**src/design/des_pkg.sv**
```systemverilog
// DES round package: field types, E/P/S tables and table helper functions.
package des_pkg;

    localparam int HALF_W    = 32;
    localparam int KEY_W     = 48;
    localparam int S_TDATA_W = 2 * HALF_W + KEY_W;  // 112 bits, 14 bytes
    localparam int M_TDATA_W = 2 * HALF_W;          // 64 bits, 8 bytes

    typedef logic [HALF_W-1:0] half_t;
    typedef logic [KEY_W-1:0]  key_t;

    // Tables use DES bit numbering: bit 1 is the MSB.
    localparam logic [5:0] EXP_TAB [48] = '{
        6'd32, 6'd1,  6'd2,  6'd3,  6'd4,  6'd5,  6'd4,  6'd5,  6'd6,  6'd7,  6'd8,  6'd9,
        6'd8,  6'd9,  6'd10, 6'd11, 6'd12, 6'd13, 6'd12, 6'd13, 6'd14, 6'd15, 6'd16, 6'd17,
        6'd16, 6'd17, 6'd18, 6'd19, 6'd20, 6'd21, 6'd20, 6'd21, 6'd22, 6'd23, 6'd24, 6'd25,
        6'd24, 6'd25, 6'd26, 6'd27, 6'd28, 6'd29, 6'd28, 6'd29, 6'd30, 6'd31, 6'd32, 6'd1
    };

    localparam logic [5:0] PERM_TAB [32] = '{
        6'd16, 6'd7,  6'd20, 6'd21, 6'd29, 6'd12, 6'd28, 6'd17,
        6'd1,  6'd15, 6'd23, 6'd26, 6'd5,  6'd18, 6'd31, 6'd10,
        6'd2,  6'd8,  6'd24, 6'd14, 6'd32, 6'd27, 6'd3,  6'd9,
        6'd19, 6'd13, 6'd30, 6'd6,  6'd22, 6'd11, 6'd4,  6'd25
    };

    localparam logic [3:0] SBOX_TAB [8][64] = '{
        '{ 4'd14, 4'd4,  4'd13, 4'd1,  4'd2,  4'd15, 4'd11, 4'd8,
           4'd3,  4'd10, 4'd6,  4'd12, 4'd5,  4'd9,  4'd0,  4'd7,
           4'd0,  4'd15, 4'd7,  4'd4,  4'd14, 4'd2,  4'd13, 4'd1,
           4'd10, 4'd6,  4'd12, 4'd11, 4'd9,  4'd5,  4'd3,  4'd8,
           4'd4,  4'd1,  4'd14, 4'd8,  4'd13, 4'd6,  4'd2,  4'd11,
           4'd15, 4'd12, 4'd9,  4'd7,  4'd3,  4'd10, 4'd5,  4'd0,
           4'd15, 4'd12, 4'd8,  4'd2,  4'd4,  4'd9,  4'd1,  4'd7,
           4'd5,  4'd11, 4'd3,  4'd14, 4'd10, 4'd0,  4'd6,  4'd13 },
        '{ 4'd15, 4'd1,  4'd8,  4'd14, 4'd6,  4'd11, 4'd3,  4'd4,
           4'd9,  4'd7,  4'd2,  4'd13, 4'd12, 4'd0,  4'd5,  4'd10,
           4'd3,  4'd13, 4'd4,  4'd7,  4'd15, 4'd2,  4'd8,  4'd14,
           4'd12, 4'd0,  4'd1,  4'd10, 4'd6,  4'd9,  4'd11, 4'd5,
           4'd0,  4'd14, 4'd7,  4'd11, 4'd10, 4'd4,  4'd13, 4'd1,
           4'd5,  4'd8,  4'd12, 4'd6,  4'd9,  4'd3,  4'd2,  4'd15,
           4'd13, 4'd8,  4'd10, 4'd1,  4'd3,  4'd15, 4'd4,  4'd2,
           4'd11, 4'd6,  4'd7,  4'd12, 4'd0,  4'd5,  4'd14, 4'd9 },
        '{ 4'd10, 4'd0,  4'd9,  4'd14, 4'd6,  4'd3,  4'd15, 4'd5,
           4'd1,  4'd13, 4'd12, 4'd7,  4'd11, 4'd4,  4'd2,  4'd8,
           4'd13, 4'd7,  4'd0,  4'd9,  4'd3,  4'd4,  4'd6,  4'd10,
           4'd2,  4'd8,  4'd5,  4'd14, 4'd12, 4'd11, 4'd15, 4'd1,
           4'd13, 4'd6,  4'd4,  4'd9,  4'd8,  4'd15, 4'd3,  4'd0,
           4'd11, 4'd1,  4'd2,  4'd12, 4'd5,  4'd10, 4'd14, 4'd7,
           4'd1,  4'd10, 4'd13, 4'd0,  4'd6,  4'd9,  4'd8,  4'd7,
           4'd4,  4'd15, 4'd14, 4'd3,  4'd11, 4'd5,  4'd2,  4'd12 },
        '{ 4'd7,  4'd13, 4'd14, 4'd3,  4'd0,  4'd6,  4'd9,  4'd10,
           4'd1,  4'd2,  4'd8,  4'd5,  4'd11, 4'd12, 4'd4,  4'd15,
           4'd13, 4'd8,  4'd11, 4'd5,  4'd6,  4'd15, 4'd0,  4'd3,
           4'd4,  4'd7,  4'd2,  4'd12, 4'd1,  4'd10, 4'd14, 4'd9,
           4'd10, 4'd6,  4'd9,  4'd0,  4'd12, 4'd11, 4'd7,  4'd13,
           4'd15, 4'd1,  4'd3,  4'd14, 4'd5,  4'd2,  4'd8,  4'd4,
           4'd3,  4'd15, 4'd0,  4'd6,  4'd10, 4'd1,  4'd13, 4'd8,
           4'd9,  4'd4,  4'd5,  4'd11, 4'd12, 4'd7,  4'd2,  4'd14 },
        '{ 4'd2,  4'd12, 4'd4,  4'd1,  4'd7,  4'd10, 4'd11, 4'd6,
           4'd8,  4'd5,  4'd3,  4'd15, 4'd13, 4'd0,  4'd14, 4'd9,
           4'd14, 4'd11, 4'd2,  4'd12, 4'd4,  4'd7,  4'd13, 4'd1,
           4'd5,  4'd0,  4'd15, 4'd10, 4'd3,  4'd9,  4'd8,  4'd6,
           4'd4,  4'd2,  4'd1,  4'd11, 4'd10, 4'd13, 4'd7,  4'd8,
           4'd15, 4'd9,  4'd12, 4'd5,  4'd6,  4'd3,  4'd0,  4'd14,
           4'd11, 4'd8,  4'd12, 4'd7,  4'd1,  4'd14, 4'd2,  4'd13,
           4'd6,  4'd15, 4'd0,  4'd9,  4'd10, 4'd4,  4'd5,  4'd3 },
        '{ 4'd12, 4'd1,  4'd10, 4'd15, 4'd9,  4'd2,  4'd6,  4'd8,
           4'd0,  4'd13, 4'd3,  4'd4,  4'd14, 4'd7,  4'd5,  4'd11,
           4'd10, 4'd15, 4'd4,  4'd2,  4'd7,  4'd12, 4'd9,  4'd5,
           4'd6,  4'd1,  4'd13, 4'd14, 4'd0,  4'd11, 4'd3,  4'd8,
           4'd9,  4'd14, 4'd15, 4'd5,  4'd2,  4'd8,  4'd12, 4'd3,
           4'd7,  4'd0,  4'd4,  4'd10, 4'd1,  4'd13, 4'd11, 4'd6,
           4'd4,  4'd3,  4'd2,  4'd12, 4'd9,  4'd5,  4'd15, 4'd10,
           4'd11, 4'd14, 4'd1,  4'd7,  4'd6,  4'd0,  4'd8,  4'd13 },
        '{ 4'd4,  4'd11, 4'd2,  4'd14, 4'd15, 4'd0,  4'd8,  4'd13,
           4'd3,  4'd12, 4'd9,  4'd7,  4'd5,  4'd10, 4'd6,  4'd1,
           4'd13, 4'd0,  4'd11, 4'd7,  4'd4,  4'd9,  4'd1,  4'd10,
           4'd14, 4'd3,  4'd5,  4'd12, 4'd2,  4'd15, 4'd8,  4'd6,
           4'd1,  4'd4,  4'd11, 4'd13, 4'd12, 4'd3,  4'd7,  4'd14,
           4'd10, 4'd15, 4'd6,  4'd8,  4'd0,  4'd5,  4'd9,  4'd2,
           4'd6,  4'd11, 4'd13, 4'd8,  4'd1,  4'd4,  4'd10, 4'd7,
           4'd9,  4'd5,  4'd0,  4'd15, 4'd14, 4'd2,  4'd3,  4'd12 },
        '{ 4'd13, 4'd2,  4'd8,  4'd4,  4'd6,  4'd15, 4'd11, 4'd1,
           4'd10, 4'd9,  4'd3,  4'd14, 4'd5,  4'd0,  4'd12, 4'd7,
           4'd1,  4'd15, 4'd13, 4'd8,  4'd10, 4'd3,  4'd7,  4'd4,
           4'd12, 4'd5,  4'd6,  4'd11, 4'd0,  4'd14, 4'd9,  4'd2,
           4'd7,  4'd11, 4'd4,  4'd1,  4'd9,  4'd12, 4'd14, 4'd2,
           4'd0,  4'd6,  4'd10, 4'd13, 4'd15, 4'd3,  4'd5,  4'd8,
           4'd2,  4'd1,  4'd14, 4'd7,  4'd4,  4'd10, 4'd8,  4'd13,
           4'd15, 4'd12, 4'd9,  4'd0,  4'd3,  4'd5,  4'd6,  4'd11 }
    };

    // E expansion: 32 -> 48 bits, pure wiring.
    function automatic key_t expand(input half_t r);
        key_t ex;
        for (int n = 0; n < KEY_W; n++) begin
            ex[KEY_W-1-n] = r[5'(HALF_W - int'(EXP_TAB[n]))];
        end
        return ex;
    endfunction

    // S-box lookup: outer bits pick the row, middle four the column.
    function automatic logic [3:0] sbox(input logic [2:0] box, input logic [5:0] six);
        logic [5:0] addr;
        addr = {six[5], six[0], six[4:1]};
        return SBOX_TAB[box][addr];
    endfunction

    // P permutation, pure wiring.
    function automatic half_t permute(input half_t s);
        half_t p;
        for (int n = 0; n < HALF_W; n++) begin
            p[HALF_W-1-n] = s[5'(HALF_W - int'(PERM_TAB[n]))];
        end
        return p;
    endfunction

endpackage

```
**src/design/des_feistel_f.sv**
```systemverilog
// DES f function: E expansion, key mix, eight S-boxes, P permutation.
module des_feistel_f (
    input  des_pkg::half_t right_half,
    input  des_pkg::key_t  round_key,
    output des_pkg::half_t f_out
);
    import des_pkg::*;

    key_t  mixed;
    half_t sub;

    assign mixed = expand(right_half) ^ round_key;

    // Box 1 takes the top six bits.
    always_comb begin
        for (int b = 0; b < 8; b++) begin
            sub[HALF_W-1-4*b -: 4] = sbox(3'(b), mixed[KEY_W-1-6*b -: 6]);
        end
    end

    assign f_out = permute(sub);

endmodule

```
**src/design/des_round_function_core.sv**
```systemverilog
// DES Feistel round core: input register, f function, result register.
// A request goes from the input register to the result register, which sets m_tvalid.
// Throughput: one request per cycle unless m_tready stalls; the input register takes a
//   new request when empty or in the same cycle its contents move into the result reg.
// Result reg holds until m_tready; both stages full and m_tready low stall upstream.
// Reset: synchronous, active-low aresetn clears both valid flags; data regs not reset.
module des_round_function_core (
    input  logic                           aclk,
    input  logic                           aresetn,
    // s_tdata, from bit 0 up: left_half[31:0], right_half[31:0], round_key[47:0]
    input  logic                           s_tvalid,
    output logic                           s_tready,
    input  logic [des_pkg::S_TDATA_W-1:0]  s_tdata,
    // m_tdata, from bit 0 up: new_right[31:0], new_left[31:0]
    output logic                           m_tvalid,
    input  logic                           m_tready,
    output logic [des_pkg::M_TDATA_W-1:0]  m_tdata
);
    import des_pkg::*;

    // Input stage
    logic  in_valid_reg, in_valid_next;
    half_t left_reg, right_reg;
    key_t  key_reg;

    // Result stage
    logic  out_valid_reg, out_valid_next;
    half_t new_right_reg, new_left_reg;

    half_t f_val;
    logic  s_accept;
    logic  load_out;    // input stage moves into result stage this cycle

    assign load_out = in_valid_reg && (!out_valid_reg || m_tready);
    assign s_tready = !in_valid_reg || load_out;
    assign s_accept = s_tvalid && s_tready;

    assign in_valid_next  = s_accept || (in_valid_reg && !load_out);
    assign out_valid_next = load_out || (out_valid_reg && !m_tready);

    des_feistel_f u_f (
        .right_half (right_reg),
        .round_key  (key_reg),
        .f_out      (f_val)
    );

    always_ff @(posedge aclk) begin
        if (!aresetn) begin
            in_valid_reg  <= 1'b0;
            out_valid_reg <= 1'b0;
        end else begin
            in_valid_reg  <= in_valid_next;
            out_valid_reg <= out_valid_next;
        end
    end

    // Payload: capture a new request, or load a finished round.
    always_ff @(posedge aclk) begin
        if (s_accept) begin
            left_reg  <= s_tdata[HALF_W-1:0];
            right_reg <= s_tdata[2*HALF_W-1:HALF_W];
            key_reg   <= s_tdata[S_TDATA_W-1:2*HALF_W];
        end
        if (load_out) begin
            new_right_reg <= left_reg ^ f_val;
            new_left_reg  <= right_reg;
        end
    end

    assign m_tvalid = out_valid_reg;
    assign m_tdata  = {new_left_reg, new_right_reg};

    // A request moving out of the input stage lands in the result stage.
    a_load_lands: assert property (@(posedge aclk) disable iff (!aresetn)
        load_out |=> out_valid_reg)
        else $error("result stage empty after load");

    // An accepted request is held in the input stage next cycle.
    a_accept_held: assert property (@(posedge aclk) disable iff (!aresetn)
        s_accept |=> in_valid_reg)
        else $error("accepted request lost");

    // A stalled input stage keeps its payload.
    a_in_hold: assert property (@(posedge aclk) disable iff (!aresetn)
        (in_valid_reg && !load_out) |=>
            (in_valid_reg && $stable(right_reg) && $stable(left_reg) && $stable(key_reg)))
        else $error("input stage changed while stalled");

    // New left half is the old right half of the request that was loaded.
    a_left_pass: assert property (@(posedge aclk) disable iff (!aresetn)
        load_out |=> (m_tdata[M_TDATA_W-1:HALF_W] == $past(right_reg)))
        else $error("new_left mismatch");

endmodule
```
**config.mk**
```make
export PLATFORM = sky130hd
export DESIGN_NAME = des_round_function_core
export DESIGN_NICKNAME = d
export VERILOG_FILES = /design/src/design/des_pkg.sv /design/src/design/des_feistel_f.sv /design/src/design/des_round_function_core.sv
export SDC_FILE = /design/constraint.sdc
export NUM_CORES = 1
export LEC_CHECK = 0
export ABC_AREA = 1
export BUFFER_PORTS_ARGS = -buffer_cell sky130_fd_sc_hd__buf_2
export CAP_MARGIN = 20
export CORE_MARGIN = 2
export CORE_UTILIZATION = 50
export DETAILED_ROUTE_END_ITERATION = 8
export PLACE_DENSITY = 0.75
export SETUP_SLACK_MARGIN = 0.2
export SLEW_MARGIN = 15
export SYNTH_ARGS = -nofsm -noshare
export SYNTH_HDL_FRONTEND = slang
export SYNTH_SLANG_ARGS = --single-unit
```
**constraint.sdc**
```tcl
create_clock -name aclk -period 6.21 [get_ports aclk]
set_input_delay 0.621 -clock aclk [delete_from_list [all_inputs] [get_ports aclk]]
set_output_delay 0.621 -clock aclk [all_outputs]
set_load 0.05 [all_outputs]
```
; ---- After elaboration in Yosys (flattened, before gate mapping)
; Memories as Yosys holds them, arrays and structs flattened.
; Cells that the tools add are included.
[word_totals]
ff_bits = 154
mem_bits_ro = 1024
in_bits = 116
wordCells = 41
n_memories = 4
[op_classes]
n_lt_le_gt_ge = 4
mux = 8
bitwise_logic = 6
reduce_logical = 12
[mem_list]
columns = name, words, word_bits, read_ports, rd_ports_with_merged_regs, write_ports, line_no
row1 = (name not given), 64, 4, 1, 0, 0, des_pkg.sv:107  ; return SBOX_TAB[box][addr];
row2 = (name not given), 64, 4, 1, 0, 0, des_pkg.sv:107
row3 = (name not given), 64, 4, 1, 0, 0, des_pkg.sv:107
row4 = (name not given), 64, 4, 1, 0, 0, des_pkg.sv:107
[ops]
columns = operator, count
row1 = $mux 4, 8
row2 = $xor 32x32->32, 1
row3 = $ge 7x7->1 const B, 4
row4 = $not 6->7, 4
row5 = $xor 24x24->24, 1
row6 = $logic_and 1x1->1, 4
row7 = $logic_not 1->1, 4
row8 = $logic_or 1x1->1, 4

; ---- Logic depth before layout (Yosys ltp)
; Gate-level depths: netlist (run 1).
[depth]
word_depth = 6
depth_mapped = 14
depth_no_buf = 14

; ---- Hierarchy
; A second synthesis (run 1) with hierarchy kept.
[unflattened]
hier_cells = 669
hier_area_um2 = 7996.4
[by_module_without_submodules]
columns = module, instances, cells_each, area_each_um2, seq_area_each_um2
row1 = des_round_function_core, 1, 221, 5660.4, 5325.1
row2 = des_feistel_f, 1, 448, 2336.0, 0.0

; ---- Worst setup path after synthesis (run 1)
; Ideal clock, no wire load.
[synth_timing]
path_type = input -> register
start = in m_tready
end = reg new_left_reg[0], enable pin
arrival_ps = 3011
slack_ps = 2729
stages = 2
n_path_buf = 0
path_cell_list = inv_1 a21oi_1
[synth_via]
elab_chain_cells = 2
[synth_lines]
columns = item, line_no
row1 = start: declaration, des_round_function_core.sv:16  ; input logic m_tready,
row2 = $logic_or 1x1->1, des_round_function_core.sv:34  ; assign load_out = in_valid_reg && (!out_valid_reg || m_tready);
row3 = $logic_and 1x1->1, des_round_function_core.sv:34
row4 = net load_out, des_round_function_core.sv:32  ; logic load_out;
row5 = end signal: assignment, des_round_function_core.sv:66  ; new_left_reg <= right_reg;
row6 = end: declaration, des_round_function_core.sv:28  ; half_t new_right_reg, new_left_reg;
; The timed path passes the listed nets, and every way through them passes these cells.
; A chain may end at the register's enable or synchronous reset.

; ---- Worst setup path in the final report (run 1)
[layout_timing]
start = reg right_reg[8]
end = reg new_right_reg[28] (data pin)
[layout_via]
elab_chain_cells = 6
[layout_lines]
columns = item, line_no
row1 = start: declaration, des_round_function_core.sv:23  ; half_t left_reg, right_reg;
row2 = start signal: assignment, des_round_function_core.sv:61  ; right_reg <= s_tdata[2*HALF_W-1:HALF_W];
row3 = $xor 24x24->24, des_feistel_f.sv:12  ; assign mixed = expand(right_half) ^ round_key;
row4 = $not 6->7 (implied by the code), des_pkg.sv:107
row5 = $mem_v2 64x4, n/a
row6 = $mux 4 (implied by the code) (2 in a row), des_pkg.sv:107
row7 = $xor 32x32->32, des_round_function_core.sv:65  ; new_right_reg <= left_reg ^ f_val;
row8 = end signal: assignment, des_round_function_core.sv:65
row9 = end: declaration, des_round_function_core.sv:28
; No other way between the ends. The select of a mux whose other input is x is not followed.

==> metrics.txt, run 1 <==
most common flop cell mapped by yosys=edfxtp_1; DP Cell Count=913; minimum clock period=2.33 ns; fillcell total=964; Seq/Total Area, Yosys=0.576; Mapped Cells=628; yosys warns=0; hpwl dp=8.90 mm; cell taking the most area after synthesis=edfxtp_1; Post-Route WL=12.9 mm; area grow syn2layout=20.8%; relative slew slack=0.310; CTS Buf Count=17; total congestion overflow=0; CP Cell Sequence=inv_2, nand2_1, nand2_1, ha_1, inv_1, nand3_1, nand3_1, nand3_1, nand3_1, nand2_1, nand2_1, nand2_1; GRT Overall Usage=0.204; share of the synthesized area in the top cell type=0.569; IO Pins=182; Layout Skew=0.0144 ns; Setup Buffers After CTS=0; mux cell area share after synthesis=0; first-pass GRT wire length=20.9 mm; Non-Filler Instances=945; CP max-delay cell=edfxtp_1; VDD IR max=0.274 mV; initial drt markers=408; adder-cell area share of the yosys netlist=0.0523; Sink Count=120; clock latency at the later pin of the worst-skew pair=0.41 ns; Cell variety after synth=27; vias in the first global route=4,578; synthesized flop and latch total=120; initial antenna violation count=1; CP dominant cell by count=nand2_1; final layout net count=906; crit path DAT=2.50 ns; hold buffers post-CTS=0; Critical Setup Path Class=reg2reg; MaxCap Viol Count=0; GPL Wtd Cong=0.939; async set or reset register ratio after synthesis=0; post-route setup TNS=0 ns; Setup violations, final=0; CTS tree=done; Synth area leaders=edfxtp_1, nand2_1, nand3_1; status=completed; largest family of logic cells by synthesized area=simple AND/OR/NAND/NOR gates; CP max stage delay=0.47 ns; CP Max Fanout=8; Residual DRC=0; root buf cell=clkbuf_16; Via Count=4,824; Hold Vio Cnt, Final=0; most common cell in the netlist=nand2_1; total leakage power=0.00350 uW; list of most frequent post-synthesis cells=nand2_1, nand3_1, edfxtp_1; Post-synth EDFFs=118; Tot Pwr=2340 uW; Final Max Tran Viols=0; simple-gate share of the synthesized area=0.248; Startpoint Class=flop; clk slew on worst S/H paths=0.05 ns; worst slew pin tran=1.03 ns; H-tree Lvls=4; area of the mapped netlist=0.00623 sq mm; share of cells above drive strength 1=0.231; Fmax=0.429 GHz; power per cell area=311 mW/mm^2; CORE AREA=0.0121 sq mm; required time of the worst setup path=6.37 ns; Final ANT Viol Nets=0; buffers and inverters on the worst path=2; via/cell ratio=5.10; 1st-pass router iterations=5; IO Port Bufs=123; xor and xnor fraction of the mapped netlist area=0.0328; post-synthesis compound-gate area fraction=0.0209; syn_area_per_cell=9.91 sq um; die footprint=0.0134 sq mm; critical path capture point type=flop; clk buf depth=2; largest net degree at the start of global routing=71; height of the die=116 um; WL per Instance=13.6 um; # rows=40; Initial Util=0.516; post_cts resized=0; Min-Delay Path Class=in2reg; final worst-path cycle share=0.375; RSZ-0062 raised after global routing=false; Largest delay share family, worst path=simple AND/OR/NAND/NOR gates; Die X=116 um
-- layout make-up --
class | instances | area, sq um | area share
antenna | 1 | 2.50 | 0.000333
clock buffer | 19 | 433 | 0.0575
clock inverter | 12 | 130 | 0.0173
inverter | 65 | 258 | 0.0343
multi-input combinational | 435 | 2280 | 0.303
sequential | 120 | 3580 | 0.476
tap | 168 | 210 | 0.0279
timing repair buffer | 125 | 631 | 0.0838
-- placed cells by master, fill, tap and decap left out --
master / Yosys / routed
o21ai_1: 2 / 2
buf_2: 3 / 123
clkbuf_1: 0 / 2
clkinv_1: 0 / 1
nand2_2: 4 / 4
nand2_4: 1 / 1
o211ai_1: 3 / 3
nand3b_1: 6 / 6
nand2_1: 208 / 208
clkinvlp_4: 0 / 1
bufinv_8: 1 / 1
inv_2: 6 / 7
clkinv_2: 0 / 3
conb_1: 1 / 16
xnor2_2: 4 / 4
buf_4: 17 / 2
nand3_4: 1 / 1
o21ai_0: 10 / 10
xor2_1: 6 / 6
o21ai_2: 2 / 2
a21oi_1: 6 / 5
nor2_1: 8 / 8
diode_2: 0 / 1
inv_1: 58 / 57
edfxtp_1: 118 / 118
bufinv_16: 0 / 2
nand3_2: 4 / 4
nand3_1: 119 / 119
ha_1: 26 / 26
clkinv_4: 0 / 5
dfxtp_1: 2 / 2
clkbuf_16: 0 / 17
a21oi_4: 0 / 1
xnor2_1: 8 / 8
xor2_2: 1 / 1
-- cells by family after synthesis --
kind of cell	count (synthesis)
compound gates	23
xor+xnor	19
buf+inv	88
simple gates	351
flops	120
fa+ha+maj	26
other cells	1
-- stage by stage --
stage	instance area (sq um)	utilization	setup WS [ns]	hold WS, ns
global route	7520	0.624	3.69	0.363
finish	7520	0.624	3.88	0.378
CTS	7520	0.624	3.89	0.366
global placement	6960	0.577	3.94	0.400
floorplan	6280	-	2.73	0.400
detailed placement	6960	0.577	3.90	0.405
-- power by group --
group | total (uW) | switching [uW] | internal [uW] | leakage (uW)
Sequential | 975 | 21.9 | 954 | 0.00115
Combinational | 440 | 310 | 130 | 0.00208
Clock | 927 | 341 | 586 | 0.000274
-- metal layers --
metal / part of all wire / global-route usage / up-vias
li1: - / - / 2359
met1: 0.41 / 0.250 / 2232
met2: 0.49 / 0.333 / 213
met3: 0.087 / 0.0717 / 20
met4: 0.014 / 0.0787 / 0
met5: 0 / 0 / -
-- final timing paths --
path	to	cells past startpoint	slack [ns]	start
max	new_right_reg[28]	12	3.88	right_reg[8]
min	left_reg[17]	1	0.38	s_tdata[17]
max reg2reg	new_right_reg[28]	12	3.88	right_reg[8]
min reg2reg	new_left_reg[30]	0	0.41	right_reg[30]
Note: power is estimated with default switching activity, not from simulation.
==> run 2, diff against run 1 <==
ABC_AREA = 0   (was 1)
clock period = 2.15 ns   (was 6.21 ns; I/O delays follow)
==> run 2 against run 1 <==
Compared with the run above:
- the flow now finishes with violations (DRC, setup timing)
- first-iteration DRC count fell by 5.4%
- largest cell class unchanged
- die area fell by 4.5%
- combinational power rose to 4.6 times the previous value
- routed wire length rose by 24%
- clock skew barely moved
- via count fell by 0.91%
- sequential cell count did not move
- total power rose to 3.3 times the previous value
==> metrics.txt, run 2 <==
# rows=39; Ant. Diodes=0; final layout net count=869; CTS Buf Count=17; CP Cell Sequence=xor2_4, ha_4, inv_4, mux4_2, nor2_2, a311oi_2, a31oi_1, xor2_1; Min-Delay Path Class=in2reg; via/cell ratio=5.41; Post-synth EDFFs=118; CTS tree=done; share of cells above drive strength 1=0.442; vias in the first global route=4,895; Final Max Tran Viols=0; Seq/Total Area, Yosys=0.604; IO Port Bufs=123; area grow syn2layout=54.1%; area of the mapped netlist=0.00594 sq mm; most common flop cell mapped by yosys=edfxtp_1; initial antenna violation count=0; list of most frequent post-synthesis cells=edfxtp_1, a21oi_1, xnor2_1; power per cell area=843 mW/mm^2; DP Cell Count=763; Hold Vio Cnt, Final=0; Place WS=-0.134 ns; WL per Instance=18.1 um; required time of the worst setup path=2.31 ns; Cell variety after synth=49; hpwl dp=8.92 mm; root buf cell=clkbuf_16; share of the synthesized area in the top cell type=0.597; Residual DRC=12; CP Max Fanout=6; 1st-pass router iterations=7; initial drt markers=386; GRT Overall Usage=0.253; Final ANT Viol Nets=0; worst slew pin tran=0.977 ns; critical path capture point type=flop; Startpoint Class=flop; Critical Setup Path Class=reg2reg; CP max stage delay=0.48 ns; crit path DAT=2.46 ns; largest net degree at the start of global routing=71; Initial Util=0.516; cell taking the most area after synthesis=edfxtp_1; Non-Filler Instances=883; H-tree Lvls=4; CORE AREA=0.0115 sq mm; total leakage power=0.00360 uW; Synth area leaders=edfxtp_1, ha_1, xnor2_1; first-pass GRT wire length=24.6 mm; MaxCap Viol Count=0; RSZ-0062 raised after global routing=true; Layout Skew=0.0141 ns; CP max-delay cell=mux4_2; syn_area_per_cell=13.2 sq um; commonest non-fill, non-tap cell in the layout=buf_2; relative slew slack=0.349; Via Count=4,780; total congestion overflow=0; most common cell in the netlist=edfxtp_1; most frequent cells in the layout=buf_2, edfxtp_1, buf_4; fillcell total=628; final worst-path cycle share=1.07; Die X=113 um; status=finished with violations; Sink Count=120; die footprint=0.0128 sq mm; post-route setup TNS=-0.689 ns; minimum clock period=2.30 ns; Fmax=0.435 GHz; Mapped Cells=449; clk buf depth=2; yosys warns=0; height of the die=113 um; worst setup margin=-0.149 ns; Setup violations, final=8; VDD IR max=0.826 mV; synthesized flop and latch total=120; Post-Route WL=16.0 mm; failing checks=DRC, setup timing; async set or reset register ratio after synthesis=0; clock latency at the later pin of the worst-skew pair=0.43 ns; GPL Wtd Cong=0.870; clk slew on worst S/H paths=0.06 ns; IO Pins=182
[run 2: changes by cell type after synthesis, moves of 12 or more]
cell	previous run	this run
xnor2_1	8	29
a21oi_1	6	33
nor2_1	8	27
xor2_1	6	26
inv_1	58	12
nand3_1	119	6
nor3_1	0	12
nand2_1	208	25
[run 2: kinds of logic (layout without fill, tap and decap cells)]
group / count (synthesis) / count (layout) / synth area share
DFF: 120 / 120 / 0.604
buffers and inverters: 45 / 321 / 0.0426
other: 1 / 16 / 0.000632
muxes: 13 / 13 / 0.0352
AOI/OAI and AO/OA: 98 / 98 / 0.108
adders and majority gates: 26 / 26 / 0.0548
and+or+nand+nor: 89 / 89 / 0.0683
xor gates and xnor gates: 57 / 57 / 0.0866
[run 2: through the flow]
stage	total power (uW)	cell area, sq um	util	hold WS, ns
global placement	4430	7250	0.630	0.391
finish	7720	9150	0.794	0.0337
detailed placement	4480	7250	0.630	0.393
CTS	7490	8800	0.764	0.0131
floorplan	4000	6170	-	0.314
global route	8010	9150	0.794	0.0235
[run 2: timing repair]
item                                    CTS  global route
buffers inserted                          8            10
endpoints found under the setup margin   16            16
gates resized for setup                  38            58
hold buffers                             70             0
endpoints found under the hold margin    70             0
pin swaps                                33            44
[run 2: final cells by class]
class / count / area, sq um / area share
multi-input combinational: 299 / 2740 / 0.299
sequential: 120 / 3580 / 0.392
inverter: 14 / 62.6 / 0.00684
clock inverter: 12 / 141 / 0.0155
timing repair buffer: 275 / 2000 / 0.218
tap: 143 / 179 / 0.0196
clock buffer: 20 / 447 / 0.0488
[run 2: worst max-delay path, delay by kind of cell, from the launching register on]
kind	cells	cell delay, ns
buffers and inverters	1	0.03
adders and majority gates	1	0.32
and+or+nand+nor	1	0.12
xor gates and xnor gates	2	0.34
DFF	1	0.47
AOI/OAI and AO/OA	2	0.27
muxes	1	0.48
[run 2: per-layer routing]
layer	part of all wire	track usage	vias to the layer above	routed length [um]
met5	0	0	-	0
met4	0.020	0.0943	0	322
met3	0.064	0.0691	30	1020
met2	0.53	0.449	227	8490
met1	0.39	0.295	2303	6170
li1	-	-	2220	-
[run 2: worst paths after layout]
check	from	endpoint	slack [ns]	depth (start not counted)
worst max-delay path	key_reg[7]	new_right_reg[0]	-0.15	8
worst min register to register	right_reg[19]	new_left_reg[19]	0.42	0
worst max register to register	key_reg[7]	new_right_reg[0]	-0.15	8
worst min-delay path	aresetn	m_tvalid	0.03	2
[run 2: power by group]
group	internal, uW	switching (uW)
sequential	2770	81.8
clock	1750	1080
combinational	881	1150
total	5400	2320
==> run 3, diff against run 2 <==
==> constraint.sdc (replaced) <==
create_clock -name aclk -period 2.15 [get_ports aclk]
set_input_delay 0.3225 -clock aclk [delete_from_list [all_inputs] [get_ports aclk]]
set_output_delay 0.3225 -clock aclk [all_outputs]
set_load 0.05 [all_outputs]
==> run 3 against run 2 <==
Compared with the run above:
- the run still ends with DRC, setup timing left
- sequential cell count unchanged
- critical path type unchanged
- die area unchanged
- worst hold slack improved by 0.046 ns
- sequential share of layout area increased by 3.1 points
==> metrics.txt, run 3 (synthesis gave the netlist of run 2 again) <==
reg2reg path depth=8; IO Pins=182; hpwl dp=8.63 mm; first-pass GRT wire length=20.8 mm; Ant. Diodes=0; clk buf depth=2; WL per Instance=16.3 um; via/cell ratio=5.39; largest net degree at the start of global routing=71; CP max stage delay=0.50 ns; total congestion overflow=0; Residual DRC=12; H-tree Lvls=4; Hold Vio Cnt, Final=0; MaxCap Viol Count=0; Tot Pwr=7640 uW; Initial Util=0.516; CTS tree=done; most frequent cells in the layout=buf_2, edfxtp_1, buf_4; area grow syn2layout=42.7%; CORE AREA=0.0115 sq mm; Fmax=0.440 GHz; share of cells above drive strength 1=0.487; failing checks=DRC, setup timing; power per cell area=902 mW/mm^2; crit path DAT=2.43 ns; Min-Delay Path Class=in2reg; Largest delay share family, worst path=multiplexers; CP Cell Sequence=xor2_4, ha_4, inv_4, mux4_2, nor2_2, a311oi_1, a31oi_1, xor2_1; CTS Buf Count=17; commonest non-fill, non-tap cell in the layout=buf_2; final worst-path cycle share=1.06; Critical Setup Path Class=reg2reg; RSZ-0062 raised after global routing=true; buffers and inverters on the worst path=1; Via Count=4,386; r2r setup slk=-0.12 ns; Layout Skew=0.00808 ns; vias in the first global route=4,225; hold buffers post-CTS=0; area of the multi-input gates=0.00271 sq mm; fillcell total=702; Sink Count=120; GPL Wtd Cong=0.895; clk slew on worst S/H paths=0.06 ns; minimum clock period=2.27 ns; Setup violations, final=8; status=finished with violations; total leakage power=0.00331 uW; CP Max Fanout=6; Place WS=-0.170 ns; # rows=39; Startpoint Class=flop; Final Max Tran Viols=0; Reg area=0.00358 sq mm; die footprint=0.0128 sq mm; clock latency at the later pin of the worst-skew pair=0.42 ns; GRT Overall Usage=0.212; root buf cell=clkbuf_16; 1st-pass router iterations=7; relative slew slack=0.359; r2r startpoint=key_reg[7]; initial antenna violation count=0; VDD IR max=0.706 mV; Final ANT Viol Nets=0; initial drt markers=344; Post-Route WL=13.3 mm; required time of the worst setup path=2.31 ns; crit path from=key_reg[7]; post-route cell area=0.00847 sq mm; height of the die=113 um; IO Port Bufs=123; worst setup path endpoint=new_right_reg[0]; final layout net count=800; dpl cell area=0.00723 sq mm; Crit path depth=8; worst setup margin=-0.121 ns; CP max-delay cell=mux4_2; Reg-to-Reg End=new_right_reg[0]; Die X=113 um; critical path capture point type=flop; worst slew pin tran=0.961 ns
-- run 3: cell count changes in the layout (fill, tap and decap cells not counted), sizes merged --
cell	delta
bufinv	+1
clkbuf	-1
buf	+1
inv	+1
dlygate4sd3	-70
clkinv	-1
-- run 3: per-layer routing --
| metal | track usage | part of all wire | wire length, um |
|---|---|---|---|
| met5 | 0 | 0 | 0 |
| met4 | 0.0837 | 0.018 | 234 |
| met3 | 0.0728 | 0.075 | 995 |
| met2 | 0.342 | 0.49 | 6540 |
| met1 | 0.264 | 0.41 | 5500 |
-- run 3: power breakdown --
group / switching (uW) / internal (uW)
clock network: 1030 / 1860
logic: 1100 / 805
registers: 75.5 / 2770
total: 2200 / 5440
-- run 3: timing repair --
action	CTS	global route
pin swaps	21	26
gates resized for setup	46	52
gates cloned	0	0
endpoints found under the setup margin	16	16
setup buffers	12	10
-- run 3: metrics by stage --
stage,TNS (ns),cells,util,hold WS [ns]
4_1_cts,-0.447,804,0.708,0.0589
3_5_place_dp,-0.903,760,0.628,0.405
6_report,-0.512,814,0.736,0.0794
5_1_grt,-1.32,814,0.736,0.0541
2_1_floorplan,-0.300,464,-,0.400
3_3_place_gp,-0.628,760,0.628,0.400
-- run 3: layout make-up --
class                   count  share of cell area
clock buffers              19              0.0523
clock inverters            13              0.0198
inverters                  14             0.00739
multi-input cells         299               0.320
flip-flops and latches    120               0.423
well taps                 143              0.0211
repair buffers            206               0.156
-- run 3: worst min-delay path by stage --
stage | from | endpoint | slack (ns) | cells after the start
finish | s_tdata[61] | right_reg[29] | 0.08 | 1
global route | s_tdata[61] | right_reg[29] | 0.05 | 1
CTS | s_tdata[61] | right_reg[29] | 0.06 | 1
detailed placement | right_reg[16] | new_left_reg[16] | 0.40 | 0
global placement | right_reg[19] | new_left_reg[19] | 0.40 | 0
floorplan | right_reg[16] | new_left_reg[16] | 0.40 | 0
